===== src/rtl/nonfinite_value_scanner_assert.svh =====
// Assertion macros for the nonfinite value scanner.
`ifndef NONFINITE_VALUE_SCANNER_ASSERT_SVH
`define NONFINITE_VALUE_SCANNER_ASSERT_SVH
`ifndef ASSERT_OFF
`define NVS_ASSERT(name, prop, msg) \
    name: assert property (@(posedge clk) disable iff (!rst_n) prop) else $error(msg);
`define NVS_ASSERT_NEVER(name, cond, msg) \
    name: assert property (@(posedge clk) disable iff (!rst_n) !(cond)) else $error(msg);
`else
`define NVS_ASSERT(name, prop, msg)
`define NVS_ASSERT_NEVER(name, cond, msg)
`endif
`endif


===== src/rtl/nvs_pkg.sv =====
`timescale 1ns / 1ps

package nvs_pkg;

    localparam int CountWidth     = 32;
    localparam int MaxSamples     = 64;
    localparam int FieldWidth     = 32;
    localparam int ElemWidth      = 64;
    localparam int FormatWidth    = 3;
    localparam int MaxRepWidth    = 7;
    localparam int CfgIndexWidth  = 2;
    localparam int CfgDataWidth   = 7;
    localparam int FifoDepth      = 3;
    localparam int FifoPtrWidth   = $clog2(FifoDepth);
    localparam int FifoCountWidth = $clog2(FifoDepth + 1);

    localparam logic [FormatWidth-1:0] FormatReset = FormatWidth'(4);
    localparam logic [MaxRepWidth-1:0] MaxRepReset = MaxRepWidth'(16);

    typedef enum logic [FormatWidth-1:0] {
        FMT_E4M3 = 3'd0,
        FMT_E5M2 = 3'd1,
        FMT_FP16 = 3'd2,
        FMT_BF16 = 3'd3,
        FMT_FP32 = 3'd4,
        FMT_FP64 = 3'd5
    } format_t;

    typedef enum logic [1:0] {
        KIND_NAN     = 2'd0,
        KIND_POS_INF = 2'd1,
        KIND_NEG_INF = 2'd2,
        KIND_NONE    = 2'd3
    } kind_t;

    typedef enum logic [CfgIndexWidth-1:0] {
        CFG_DATA_FORMAT  = 2'd0,
        CFG_MAX_REPORTED = 2'd1
    } cfg_index_t;

    typedef enum logic {
        RES_SAMPLE  = 1'b0,
        RES_SUMMARY = 1'b1
    } result_type_t;

    typedef struct packed {
        logic                  result_type;
        logic [FieldWidth-1:0] element_index;
        logic [1:0]            sample_kind;
        logic [FieldWidth-1:0] checked_count;
        logic [FieldWidth-1:0] nonfinite_total;
        logic [FieldWidth-1:0] nan_total;
        logic [FieldWidth-1:0] pos_inf_total;
        logic [FieldWidth-1:0] neg_inf_total;
        logic                  final_of_run;
    } result_t;

    typedef struct packed {
        logic [1:0] count;
        result_t    first;
        result_t    second;
    } push_t;

    typedef struct packed {
        logic [FifoCountWidth-1:0] count;
        logic [FifoCountWidth-1:0] free;
    } fifo_status_t;

    function automatic logic [CountWidth-1:0] sat_inc(input logic [CountWidth-1:0] v);
        return (v == {CountWidth{1'b1}}) ? v : v + CountWidth'(1);
    endfunction

    function automatic logic [FieldWidth-1:0] show32(input logic [CountWidth-1:0] v);
        logic [63:0] w;
        w = 64'(v);
        return (w > 64'hFFFF_FFFF) ? {FieldWidth{1'b1}} : w[FieldWidth-1:0];
    endfunction

endpackage


===== src/rtl/nvs_if.sv =====
`timescale 1ns / 1ps

interface nvs_elem_if;
    logic                          valid;
    logic                          ready;
    logic [nvs_pkg::ElemWidth-1:0] element_bits;
    logic                          last_element;

    modport source (output valid, output element_bits, output last_element, input ready);
    modport sink   (input valid, input element_bits, input last_element, output ready);
endinterface

interface nvs_result_if;
    logic                           valid;
    logic                           ready;
    logic                           result_type;
    logic [nvs_pkg::FieldWidth-1:0] element_index;
    logic [1:0]                     sample_kind;
    logic [nvs_pkg::FieldWidth-1:0] checked_count;
    logic [nvs_pkg::FieldWidth-1:0] nonfinite_total;
    logic [nvs_pkg::FieldWidth-1:0] nan_total;
    logic [nvs_pkg::FieldWidth-1:0] pos_inf_total;
    logic [nvs_pkg::FieldWidth-1:0] neg_inf_total;
    logic                           final_of_run;

    modport source (output valid, output result_type, output element_index, output sample_kind,
                    output checked_count, output nonfinite_total, output nan_total,
                    output pos_inf_total, output neg_inf_total, output final_of_run,
                    input ready);
    modport sink   (input valid, input result_type, input element_index, input sample_kind,
                    input checked_count, input nonfinite_total, input nan_total,
                    input pos_inf_total, input neg_inf_total, input final_of_run,
                    output ready);
endinterface

interface nvs_cfg_if;
    logic                             valid;
    logic                             ready;
    logic [nvs_pkg::CfgIndexWidth-1:0] index;
    logic [nvs_pkg::CfgDataWidth-1:0]  data;

    modport source (output valid, output index, output data, input ready);
    modport sink   (input valid, input index, input data, output ready);
endinterface


===== src/rtl/nonfinite_value_scanner.sv =====
`timescale 1ns / 1ps
//  channel  dir  word                                        handshake
//  cfg      in   index, data (register write)                valid/ready
//  elem     in   element_bits, last_element                  valid/ready
//  result   out  sample or summary record, final_of_run      valid/ready
//
//  One element per cycle while the queue has room: each waits in the input
//  register, then classification and counter update write its results
//  into a three-entry result queue. An element marked last that also
//  yields a sample makes two words, which drain at one per cycle. Reset
//  clears all counters and sets data_format to fp32 and max_reported to
//  16. A stall on the result side fills the queue, then holds the input.
`include "nonfinite_value_scanner_assert.svh"

module nonfinite_value_scanner (
    input  logic                 clk,
    input  logic                 rst_n,
    nvs_cfg_if.sink              cfg,
    nvs_elem_if.sink             elem,
    nvs_result_if.source         result
);

    logic [nvs_pkg::FormatWidth-1:0] data_format_reg;
    logic [nvs_pkg::MaxRepWidth-1:0] max_reported_reg;
    logic                            in_valid_reg;
    logic [nvs_pkg::ElemWidth-1:0]   in_bits_reg;
    logic                            in_last_reg;
    nvs_pkg::kind_t                  kind;
    logic                            consume;
    nvs_pkg::push_t                  push;
    nvs_pkg::result_t                head;
    nvs_pkg::fifo_status_t           fifo_status;
    logic                            pop;

    assign cfg.ready  = 1'b1;
    assign elem.ready = !in_valid_reg || consume;

    always_ff @(posedge clk or negedge rst_n)
    begin
        if (!rst_n)
        begin
            data_format_reg  <= nvs_pkg::FormatReset;
            max_reported_reg <= nvs_pkg::MaxRepReset;
        end
        else if (cfg.valid)
        begin
            case (cfg.index)
                nvs_pkg::CFG_DATA_FORMAT:
                    data_format_reg <= cfg.data[nvs_pkg::FormatWidth-1:0];
                nvs_pkg::CFG_MAX_REPORTED:
                    max_reported_reg <= cfg.data[nvs_pkg::MaxRepWidth-1:0];
                default:
                    ;
            endcase
        end
    end

    always_ff @(posedge clk or negedge rst_n)
    begin
        if (!rst_n)
            in_valid_reg <= 1'b0;
        else if (elem.ready)
            in_valid_reg <= elem.valid;
    end

    always_ff @(posedge clk)
    begin
        if (elem.ready && elem.valid)
        begin
            in_bits_reg <= elem.element_bits;
            in_last_reg <= elem.last_element;
        end
    end

    nvs_classify u_classify (
        .data_format  (data_format_reg),
        .element_bits (in_bits_reg),
        .kind         (kind)
    );

    nvs_tally u_tally (
        .clk          (clk),
        .rst_n        (rst_n),
        .in_valid     (in_valid_reg),
        .last_element (in_last_reg),
        .kind         (kind),
        .max_reported (max_reported_reg),
        .fifo_status  (fifo_status),
        .consume      (consume),
        .push         (push)
    );

    assign pop = result.valid && result.ready;

    nvs_result_fifo u_fifo (
        .clk    (clk),
        .rst_n  (rst_n),
        .push   (push),
        .pop    (pop),
        .head   (head),
        .status (fifo_status)
    );

    assign result.valid           = (fifo_status.count != '0);
    assign result.result_type     = head.result_type;
    assign result.element_index   = head.element_index;
    assign result.sample_kind     = head.sample_kind;
    assign result.checked_count   = head.checked_count;
    assign result.nonfinite_total = head.nonfinite_total;
    assign result.nan_total       = head.nan_total;
    assign result.pos_inf_total   = head.pos_inf_total;
    assign result.neg_inf_total   = head.neg_inf_total;
    assign result.final_of_run    = head.final_of_run;

    `NVS_ASSERT_NEVER(a_queue_over, fifo_status.count > nvs_pkg::FifoCountWidth'(nvs_pkg::FifoDepth), "result queue over depth")
    `NVS_ASSERT(a_push_fits, push.count != 2'd0 |-> nvs_pkg::FifoCountWidth'(push.count) <= fifo_status.free, "push exceeds free space")
    `NVS_ASSERT(a_summary_final, result.valid && result.result_type |-> result.final_of_run, "summary not final")
    `NVS_ASSERT_NEVER(a_sample_kind, result.valid && !result.result_type && result.sample_kind == nvs_pkg::KIND_NONE, "sample without kind")

endmodule


===== src/rtl/nvs_classify.sv =====
`timescale 1ns / 1ps

module nvs_classify (
    input  logic [nvs_pkg::FormatWidth-1:0] data_format,
    input  logic [nvs_pkg::ElemWidth-1:0]   element_bits,
    output nvs_pkg::kind_t                  kind
);

    function automatic nvs_pkg::kind_t ieee_kind(input logic exp_ones,
                                                 input logic man_zero,
                                                 input logic sign);
        if (!exp_ones)
            return nvs_pkg::KIND_NONE;
        if (!man_zero)
            return nvs_pkg::KIND_NAN;
        return sign ? nvs_pkg::KIND_NEG_INF : nvs_pkg::KIND_POS_INF;
    endfunction

    always_comb
    begin
        case (data_format)
            nvs_pkg::FMT_E4M3:
                kind = (element_bits[6:0] == 7'h7F) ? nvs_pkg::KIND_NAN : nvs_pkg::KIND_NONE;
            nvs_pkg::FMT_E5M2:
                kind = ieee_kind(&element_bits[6:2], element_bits[1:0] == '0,
                                 element_bits[7]);
            nvs_pkg::FMT_FP16:
                kind = ieee_kind(&element_bits[14:10], element_bits[9:0] == '0,
                                 element_bits[15]);
            nvs_pkg::FMT_BF16:
                kind = ieee_kind(&element_bits[14:7], element_bits[6:0] == '0,
                                 element_bits[15]);
            nvs_pkg::FMT_FP32:
                kind = ieee_kind(&element_bits[30:23], element_bits[22:0] == '0,
                                 element_bits[31]);
            nvs_pkg::FMT_FP64:
                kind = ieee_kind(&element_bits[62:52], element_bits[51:0] == '0,
                                 element_bits[63]);
            default:
                kind = nvs_pkg::KIND_NONE;
        endcase
    end

endmodule


===== src/rtl/nvs_tally.sv =====
`timescale 1ns / 1ps

module nvs_tally (
    input  logic                                 clk,
    input  logic                                 rst_n,
    input  logic                                 in_valid,
    input  logic                                 last_element,
    input  nvs_pkg::kind_t                       kind,
    input  logic [nvs_pkg::MaxRepWidth-1:0]      max_reported,
    input  nvs_pkg::fifo_status_t                fifo_status,
    output logic                                 consume,
    output nvs_pkg::push_t                       push
);

    logic [nvs_pkg::CountWidth-1:0] position_reg, position_next;
    logic [nvs_pkg::CountWidth-1:0] nan_cnt_reg, nan_cnt_next;
    logic [nvs_pkg::CountWidth-1:0] pos_cnt_reg, pos_cnt_next;
    logic [nvs_pkg::CountWidth-1:0] neg_cnt_reg, neg_cnt_next;
    logic [nvs_pkg::CountWidth-1:0] nonfin_cnt_reg, nonfin_cnt_next;
    logic [nvs_pkg::MaxRepWidth-1:0] limit;
    logic                           nonfinite;
    logic                           sample;
    logic [1:0]                     need;
    nvs_pkg::result_t               sample_res;
    nvs_pkg::result_t               summary_res;

    always_comb
    begin
        limit = (max_reported > nvs_pkg::MaxRepWidth'(nvs_pkg::MaxSamples))
              ? nvs_pkg::MaxRepWidth'(nvs_pkg::MaxSamples) : max_reported;
        nonfinite = (kind != nvs_pkg::KIND_NONE);
        sample    = nonfinite && (nonfin_cnt_reg < nvs_pkg::CountWidth'(limit));
        need      = {1'b0, sample} + {1'b0, last_element};
        consume   = in_valid && (fifo_status.free >= nvs_pkg::FifoCountWidth'(need));

        position_next   = nvs_pkg::sat_inc(position_reg);
        nan_cnt_next    = (kind == nvs_pkg::KIND_NAN) ? nvs_pkg::sat_inc(nan_cnt_reg)
                                                      : nan_cnt_reg;
        pos_cnt_next    = (kind == nvs_pkg::KIND_POS_INF) ? nvs_pkg::sat_inc(pos_cnt_reg)
                                                          : pos_cnt_reg;
        neg_cnt_next    = (kind == nvs_pkg::KIND_NEG_INF) ? nvs_pkg::sat_inc(neg_cnt_reg)
                                                          : neg_cnt_reg;
        nonfin_cnt_next = nonfinite ? nvs_pkg::sat_inc(nonfin_cnt_reg) : nonfin_cnt_reg;

        sample_res               = '0;
        sample_res.result_type   = nvs_pkg::RES_SAMPLE;
        sample_res.element_index = nvs_pkg::show32(position_reg);
        sample_res.sample_kind   = kind;
        sample_res.final_of_run  = !last_element;

        summary_res                 = '0;
        summary_res.result_type     = nvs_pkg::RES_SUMMARY;
        summary_res.checked_count   = nvs_pkg::show32(position_next);
        summary_res.nonfinite_total = nvs_pkg::show32(nonfin_cnt_next);
        summary_res.nan_total       = nvs_pkg::show32(nan_cnt_next);
        summary_res.pos_inf_total   = nvs_pkg::show32(pos_cnt_next);
        summary_res.neg_inf_total   = nvs_pkg::show32(neg_cnt_next);
        summary_res.final_of_run    = 1'b1;

        push.count  = consume ? need : 2'd0;
        push.first  = sample ? sample_res : summary_res;
        push.second = summary_res;
    end

    always_ff @(posedge clk or negedge rst_n)
    begin
        if (!rst_n)
        begin
            position_reg   <= '0;
            nan_cnt_reg    <= '0;
            pos_cnt_reg    <= '0;
            neg_cnt_reg    <= '0;
            nonfin_cnt_reg <= '0;
        end
        else if (consume)
        begin
            if (last_element)
            begin
                position_reg   <= '0;
                nan_cnt_reg    <= '0;
                pos_cnt_reg    <= '0;
                neg_cnt_reg    <= '0;
                nonfin_cnt_reg <= '0;
            end
            else
            begin
                position_reg   <= position_next;
                nan_cnt_reg    <= nan_cnt_next;
                pos_cnt_reg    <= pos_cnt_next;
                neg_cnt_reg    <= neg_cnt_next;
                nonfin_cnt_reg <= nonfin_cnt_next;
            end
        end
    end

endmodule


===== src/rtl/nvs_result_fifo.sv =====
`timescale 1ns / 1ps

module nvs_result_fifo (
    input  logic                  clk,
    input  logic                  rst_n,
    input  nvs_pkg::push_t        push,
    input  logic                  pop,
    output nvs_pkg::result_t      head,
    output nvs_pkg::fifo_status_t status
);

    nvs_pkg::result_t                   entry_reg [nvs_pkg::FifoDepth];
    logic [nvs_pkg::FifoPtrWidth-1:0]   wr_ptr_reg, wr_ptr_next;
    logic [nvs_pkg::FifoPtrWidth-1:0]   rd_ptr_reg, rd_ptr_next;
    logic [nvs_pkg::FifoCountWidth-1:0] count_reg, count_next;
    logic [nvs_pkg::FifoPtrWidth-1:0]   wr_ptr_1;

    function automatic logic [nvs_pkg::FifoPtrWidth-1:0] ptr_inc(
        input logic [nvs_pkg::FifoPtrWidth-1:0] p);
        return (p == nvs_pkg::FifoPtrWidth'(nvs_pkg::FifoDepth - 1))
             ? '0 : p + nvs_pkg::FifoPtrWidth'(1);
    endfunction

    always_comb
    begin
        wr_ptr_1 = ptr_inc(wr_ptr_reg);
        case (push.count)
            2'd0:    wr_ptr_next = wr_ptr_reg;
            2'd1:    wr_ptr_next = wr_ptr_1;
            2'd2:    wr_ptr_next = ptr_inc(wr_ptr_1);
            default: wr_ptr_next = wr_ptr_reg;
        endcase
        rd_ptr_next = pop ? ptr_inc(rd_ptr_reg) : rd_ptr_reg;
        count_next  = count_reg + nvs_pkg::FifoCountWidth'(push.count)
                    - nvs_pkg::FifoCountWidth'(pop);
        head         = entry_reg[rd_ptr_reg];
        status.count = count_reg;
        status.free  = nvs_pkg::FifoCountWidth'(nvs_pkg::FifoDepth) - count_reg;
    end

    always_ff @(posedge clk or negedge rst_n)
    begin
        if (!rst_n)
        begin
            wr_ptr_reg <= '0;
            rd_ptr_reg <= '0;
            count_reg  <= '0;
        end
        else
        begin
            wr_ptr_reg <= wr_ptr_next;
            rd_ptr_reg <= rd_ptr_next;
            count_reg  <= count_next;
        end
    end

    always_ff @(posedge clk)
    begin
        for (int i = 0; i < nvs_pkg::FifoDepth; i++)
        begin
            if (push.count != 2'd0 && nvs_pkg::FifoPtrWidth'(i) == wr_ptr_reg)
                entry_reg[i] <= push.first;
            else if (push.count == 2'd2 && nvs_pkg::FifoPtrWidth'(i) == wr_ptr_1)
                entry_reg[i] <= push.second;
        end
    end

endmodule

===== src/flat_wrapper.sv =====
// flat-port wrapper written by rule: the top's interface ports become plain ports
module nonfinite_value_scanner_flat 
  (clk, rst_n, cfg_valid, cfg_index, cfg_data, cfg_ready, elem_valid, elem_element_bits, elem_last_element, elem_ready, result_valid, result_result_type, result_element_index, result_sample_kind, result_checked_count, result_nonfinite_total, result_nan_total, result_pos_inf_total, result_neg_inf_total, result_final_of_run, result_ready);
  nvs_cfg_if cfg_i ();
  nvs_elem_if elem_i ();
  nvs_result_if result_i ();
  input  logic clk;
  input  logic rst_n;
  input wire logic [$bits(cfg_i.valid)-1:0] cfg_valid;
  input wire logic [$bits(cfg_i.index)-1:0] cfg_index;
  input wire logic [$bits(cfg_i.data)-1:0] cfg_data;
  output wire logic [$bits(cfg_i.ready)-1:0] cfg_ready;
  input wire logic [$bits(elem_i.valid)-1:0] elem_valid;
  input wire logic [$bits(elem_i.element_bits)-1:0] elem_element_bits;
  input wire logic [$bits(elem_i.last_element)-1:0] elem_last_element;
  output wire logic [$bits(elem_i.ready)-1:0] elem_ready;
  output wire logic [$bits(result_i.valid)-1:0] result_valid;
  output wire logic [$bits(result_i.result_type)-1:0] result_result_type;
  output wire logic [$bits(result_i.element_index)-1:0] result_element_index;
  output wire logic [$bits(result_i.sample_kind)-1:0] result_sample_kind;
  output wire logic [$bits(result_i.checked_count)-1:0] result_checked_count;
  output wire logic [$bits(result_i.nonfinite_total)-1:0] result_nonfinite_total;
  output wire logic [$bits(result_i.nan_total)-1:0] result_nan_total;
  output wire logic [$bits(result_i.pos_inf_total)-1:0] result_pos_inf_total;
  output wire logic [$bits(result_i.neg_inf_total)-1:0] result_neg_inf_total;
  output wire logic [$bits(result_i.final_of_run)-1:0] result_final_of_run;
  input wire logic [$bits(result_i.ready)-1:0] result_ready;
  assign cfg_i.valid = cfg_valid;
  assign cfg_i.index = cfg_index;
  assign cfg_i.data = cfg_data;
  assign cfg_ready = cfg_i.ready;
  assign elem_i.valid = elem_valid;
  assign elem_i.element_bits = elem_element_bits;
  assign elem_i.last_element = elem_last_element;
  assign elem_ready = elem_i.ready;
  assign result_valid = result_i.valid;
  assign result_result_type = result_i.result_type;
  assign result_element_index = result_i.element_index;
  assign result_sample_kind = result_i.sample_kind;
  assign result_checked_count = result_i.checked_count;
  assign result_nonfinite_total = result_i.nonfinite_total;
  assign result_nan_total = result_i.nan_total;
  assign result_pos_inf_total = result_i.pos_inf_total;
  assign result_neg_inf_total = result_i.neg_inf_total;
  assign result_final_of_run = result_i.final_of_run;
  assign result_i.ready = result_ready;
  nonfinite_value_scanner u_core (.clk(clk), .rst_n(rst_n), .cfg(cfg_i), .elem(elem_i), .result(result_i));
endmodule

===== config.mk =====
export PLATFORM = sky130hd
export DESIGN_NAME = nonfinite_value_scanner_flat
export DESIGN_NICKNAME = d
export VERILOG_FILES = /design/src/rtl/nvs_pkg.sv /design/src/rtl/nvs_if.sv /design/src/rtl/nonfinite_value_scanner.sv /design/src/rtl/nvs_classify.sv /design/src/rtl/nvs_tally.sv /design/src/rtl/nvs_result_fifo.sv /design/src/flat_wrapper.sv
export VERILOG_INCLUDE_DIRS = /design/src /design/src/rtl
export SDC_FILE = /design/constraint.sdc
export NUM_CORES = 1
export LEC_CHECK = 0
export BUFFER_PORTS_ARGS = -buffer_cell sky130_fd_sc_hd__buf_2
export CORE_UTILIZATION = 65
export DETAILED_ROUTE_END_ITERATION = 10
export GPL_TIMING_DRIVEN = 1
export PLACE_DENSITY = 0.95
export SYNTH_ARGS = -nofsm -noshare
export SYNTH_HDL_FRONTEND = slang
export SYNTH_SLANG_ARGS = --single-unit

===== constraint.sdc =====
create_clock -name clk -period 61.3 [get_ports clk]
set_input_delay 15.325 -clock clk [delete_from_list [all_inputs] [get_ports clk]]
set_output_delay 15.325 -clock clk [all_outputs]
set_load 0.005 [all_outputs]

==> summary.txt <==
Run status
  • Outcome: finished clean

Routing
  • WL/cell: 21.5 microns
  • Vias/cell: around 6.4
  • DRC: 0
  • Met3 wirelength from detailed routing: 9600 microns
  • Top Layer Used: met5
  • Metal1 wirelength: ~36000 microns
  • DRT Pass-1 Iters: 8
  • Total wire length: 98200 microns
  • Detailed-route via count: 29100
  • Routed Antenna Nets: 0
  • Met2 Wirelength: 48100 microns
  • DRT iter0 DRCs: 3761

Critical path
  • CP required: about 46 ns
  • WP buf/inv: 2
  • Critical path's largest stage delay: 0.51 ns
  • CP Launch Type: flop
  • Worst setup EP type: output pin
  • Crit-path max FO: between 60 and 70
  • Slowest-stage cell, CP: buf_4
  • Crit path DAT: 4.99 ns
  • Top delay family on crit path: compound AO/OA/AOI/OAI gates
  • CP Cell Sequence: nand2b_1 -> nor4_1 -> nor2_1 -> a221o_1 -> o22ai_2 -> o211a_2 -> buf_4 -> ha_1 -> ha_1 -> nand2b_1 -> a21oi_1 -> nand2_1 -> buf_2
  • CP Class: flop to output pin

Layout
  • FF/Latch Area: 23700 sq um
  • Share of layout cells above drive strength 1: 0.131
  • Nets: approximately 3800
  • Ant. Diodes: 0
  • Multi-input gate area: 14600 sq um
  • Area delta synth->final: 11.1%
  • Fill count: 3514
  • Most common cell after layout, fill and taps aside: edfxtp_1
  • Largest register FFs: a little under 600
  • Most frequent cells in the layout: 617 x edfxtp_1, 571 x nor2_1, 410 x nand2_1, 323 x o21ai_0, 288 x mux2i_1
  • Fin util: 0.737

STA
  • Worst-margin pin slew: 1.18 ns
  • Final Hold Vio Count: 0
  • Final WS setup: 40.98 ns
  • Final setup fails: 0
  • Highest Clock Rate: 49.2 MHz
  • Sum of negative setup slack: 0 ns
  • RSZ-0062 raised after global routing: false
  • Relative slew slack: 0.214
  • Clk_skew: 0.0354 ns
  • Final worst-path cycle share: 0.331
  • Pins Over Slew Limit: 0
  • Post-layout min period: 20.32 ns

Synthesis
  • Async SR Flop Fraction: 0.213
  • Syn nets: 3699
  • Synth top area share: 0.469
  • Synthesized cell area: 39500 sq um
  • Post-synth EDFFs: 617
  • Netlist cell types: 87
  • Most used DFF post-synth: edfxtp_1
  • Sequential share of the synthesized area: 0.600
  • Synth warn: 0
  • Cell taking the most area after synthesis: edfxtp_1
  • Mapped Cells: 3601
  • Mean Syn Cell Area: 11.0 sq um
  • Main area contributors after synthesis: edfxtp_1 47%, dfrtp_1 11%, mux2i_1 7.3%
  • Synthesis-stage register bit count: 830

CTS
  • Max Root-Sink Buffers: 3
  • CTS sink cnt: 830
  • CTS resizes: 0
  • CTS tree: done
  • CTS Hold Bufs: 0
  • Clock Tree Root: clkbuf_16
  • CTS buffer count: 83
  • Post-CTS Setup Bufs: 0
  • H-tree depth: 3
  • Worst-path clk slew: 0.06 ns
  • Worst-skew pair later-pin latency: 0.66 ns

Pwr
  • Power Density: 46.9 nW/um^2
  • Pleak: 0.0166 uW
  • Switch Pwr: between 700 and 800 uW
  • Pint: 1290 uW
  • Gate power share: 0.331
  • Peak VDD IR: 0.0417 mV
  • Net Sw Frac: 0.373
  • Clock network power share: 0.256
  • Seq pwr share: 0.413

Placed design
  • I/O Buffers: 276
  • RD Place Congestion: 0.856
  • Pre-CTS setup slack: around 42 ns
  • Post-DP HPWL: about 57000 microns

Global route
  • Initial antenna violation count: 4
  • Gr ovfl total: 0
  • First-pass GRT wire length: approximately 150000 microns
  • Pin count of the biggest net entering global routing: 147
  • Vias in the first global route: between 20000 and 30000
  • Gr usage total: 0.315

Die
  • Core ar.: 59600 sq um
  • Initial Util: 0.663
  • # rows: a little under 90
  • I/O pin count: between 200 and 300
  • Die Width: 248 microns
  • Die H: roughly 250 microns
  • Die area: 61700 sq um

Min path
  • Worst Hold Class: flop to flop

Flow run
  • Max Cap Viol: 0
## power by group through the flow
stage	sequential (uW)	clock [uW]	combinational, uW
floorplan	875	0	428
finish	852	527	682
detailed placement	858	0	669
CTS	850	529	676
global route	862	551	732
global placement	847	0	655
## cells by family after synthesis
family,synth area share
adders and majority gates,0.00602
DFF,0.600
and+or+nand+nor,0.172
AOI/OAI and AO/OA,0.0733
buffers and inverters,0.0329
other,0.0000950
muxes,0.0758
xor gates and xnor gates,0.0404
## through the flow
| stage | hold WS (ns) | total power [uW] | cells | instance area (sq um) |
|---|---|---|---|---|
| floorplan | 0.423 | 1300 | 3601 | 39500 |
| global placement | 0.429 | 1500 | 4414 | 41100 |
| detailed placement | 0.444 | 1530 | 4414 | 41100 |
| CTS | 0.453 | 2050 | 4568 | 43900 |
| global route | 0.470 | 2150 | 4568 | 43900 |
| finish | 0.451 | 2060 | 4568 | 43900 |
## routing by layer
metal,vias up,global-route usage
met3,335,0.0647
met5,-,0
met1,13800,0.397
met2,1817,0.524
li1,13100,-
met4,4,0.151
## cell usage after synthesis (16+ instances only)
cell	instances
nor2b_1	33
inv_1	27
nand2_1	410
edfxtp_1	617
a22o_1	36
and4_1	18
mux2i_1	288
buf_4	27
xnor2_1	92
clkbuf_1	194
o21ai_0	323
nand3_1	72
ha_1	19
nor2_1	572
buf_2	44
and3_1	108
xor2_1	90
nor4_1	27
dfrtp_1	175
dfxtp_1	36
a21oi_1	21
nor3_1	79
a31oi_1	18
nand4_1	70
nor3b_1	16
## worst min-delay path: stages, from the launching register on
cell and delay (ns):
dfxtp_1 0.31, nand2_1 0.06, nand2_1 0.04
## cell type report
cell class | instances | share of cell area
timing repair buffer | 315 | 0.0386
inverter | 29 | 0.00259
multi-input combinational | 2467 | 0.332
tap | 773 | 0.0220
clock buffer | 109 | 0.0523
sequential | 830 | 0.540
clock inverter | 45 | 0.0124
## path summary, 6_finish.rpt
path | from | end | slack, ns | cells past startpoint
setup / recovery | u_core.data_format_reg[1]$_DFFE_PN0P_ | elem_ready | 40.98 | 13
hold / removal | u_core.u_fifo.entry_reg[2][195]$_SDFFE_PP1P_ | u_core.u_fifo.entry_reg[2][195]$_SDFFE_PP1P_ | 0.45 | 2
setup reg to reg | u_core.data_format_reg[1]$_DFFE_PN0P_ | u_core.u_fifo.entry_reg[2][13]$_DFFE_PP_ | 53.72 | 19
hold reg to reg | u_core.u_fifo.entry_reg[2][195]$_SDFFE_PP1P_ | u_core.u_fifo.entry_reg[2][195]$_SDFFE_PP1P_ | 0.45 | 2
max in group asynchronous | rst_n | u_core.u_tally.pos_cnt_reg[25]$_DFFE_PN0N_ | 44.87 | 2
min in group asynchronous | rst_n | u_core.u_tally.nonfin_cnt_reg[14]$_DFFE_PN0N_ | 14.79 | 1
Power figures use the tool's default switching activity.
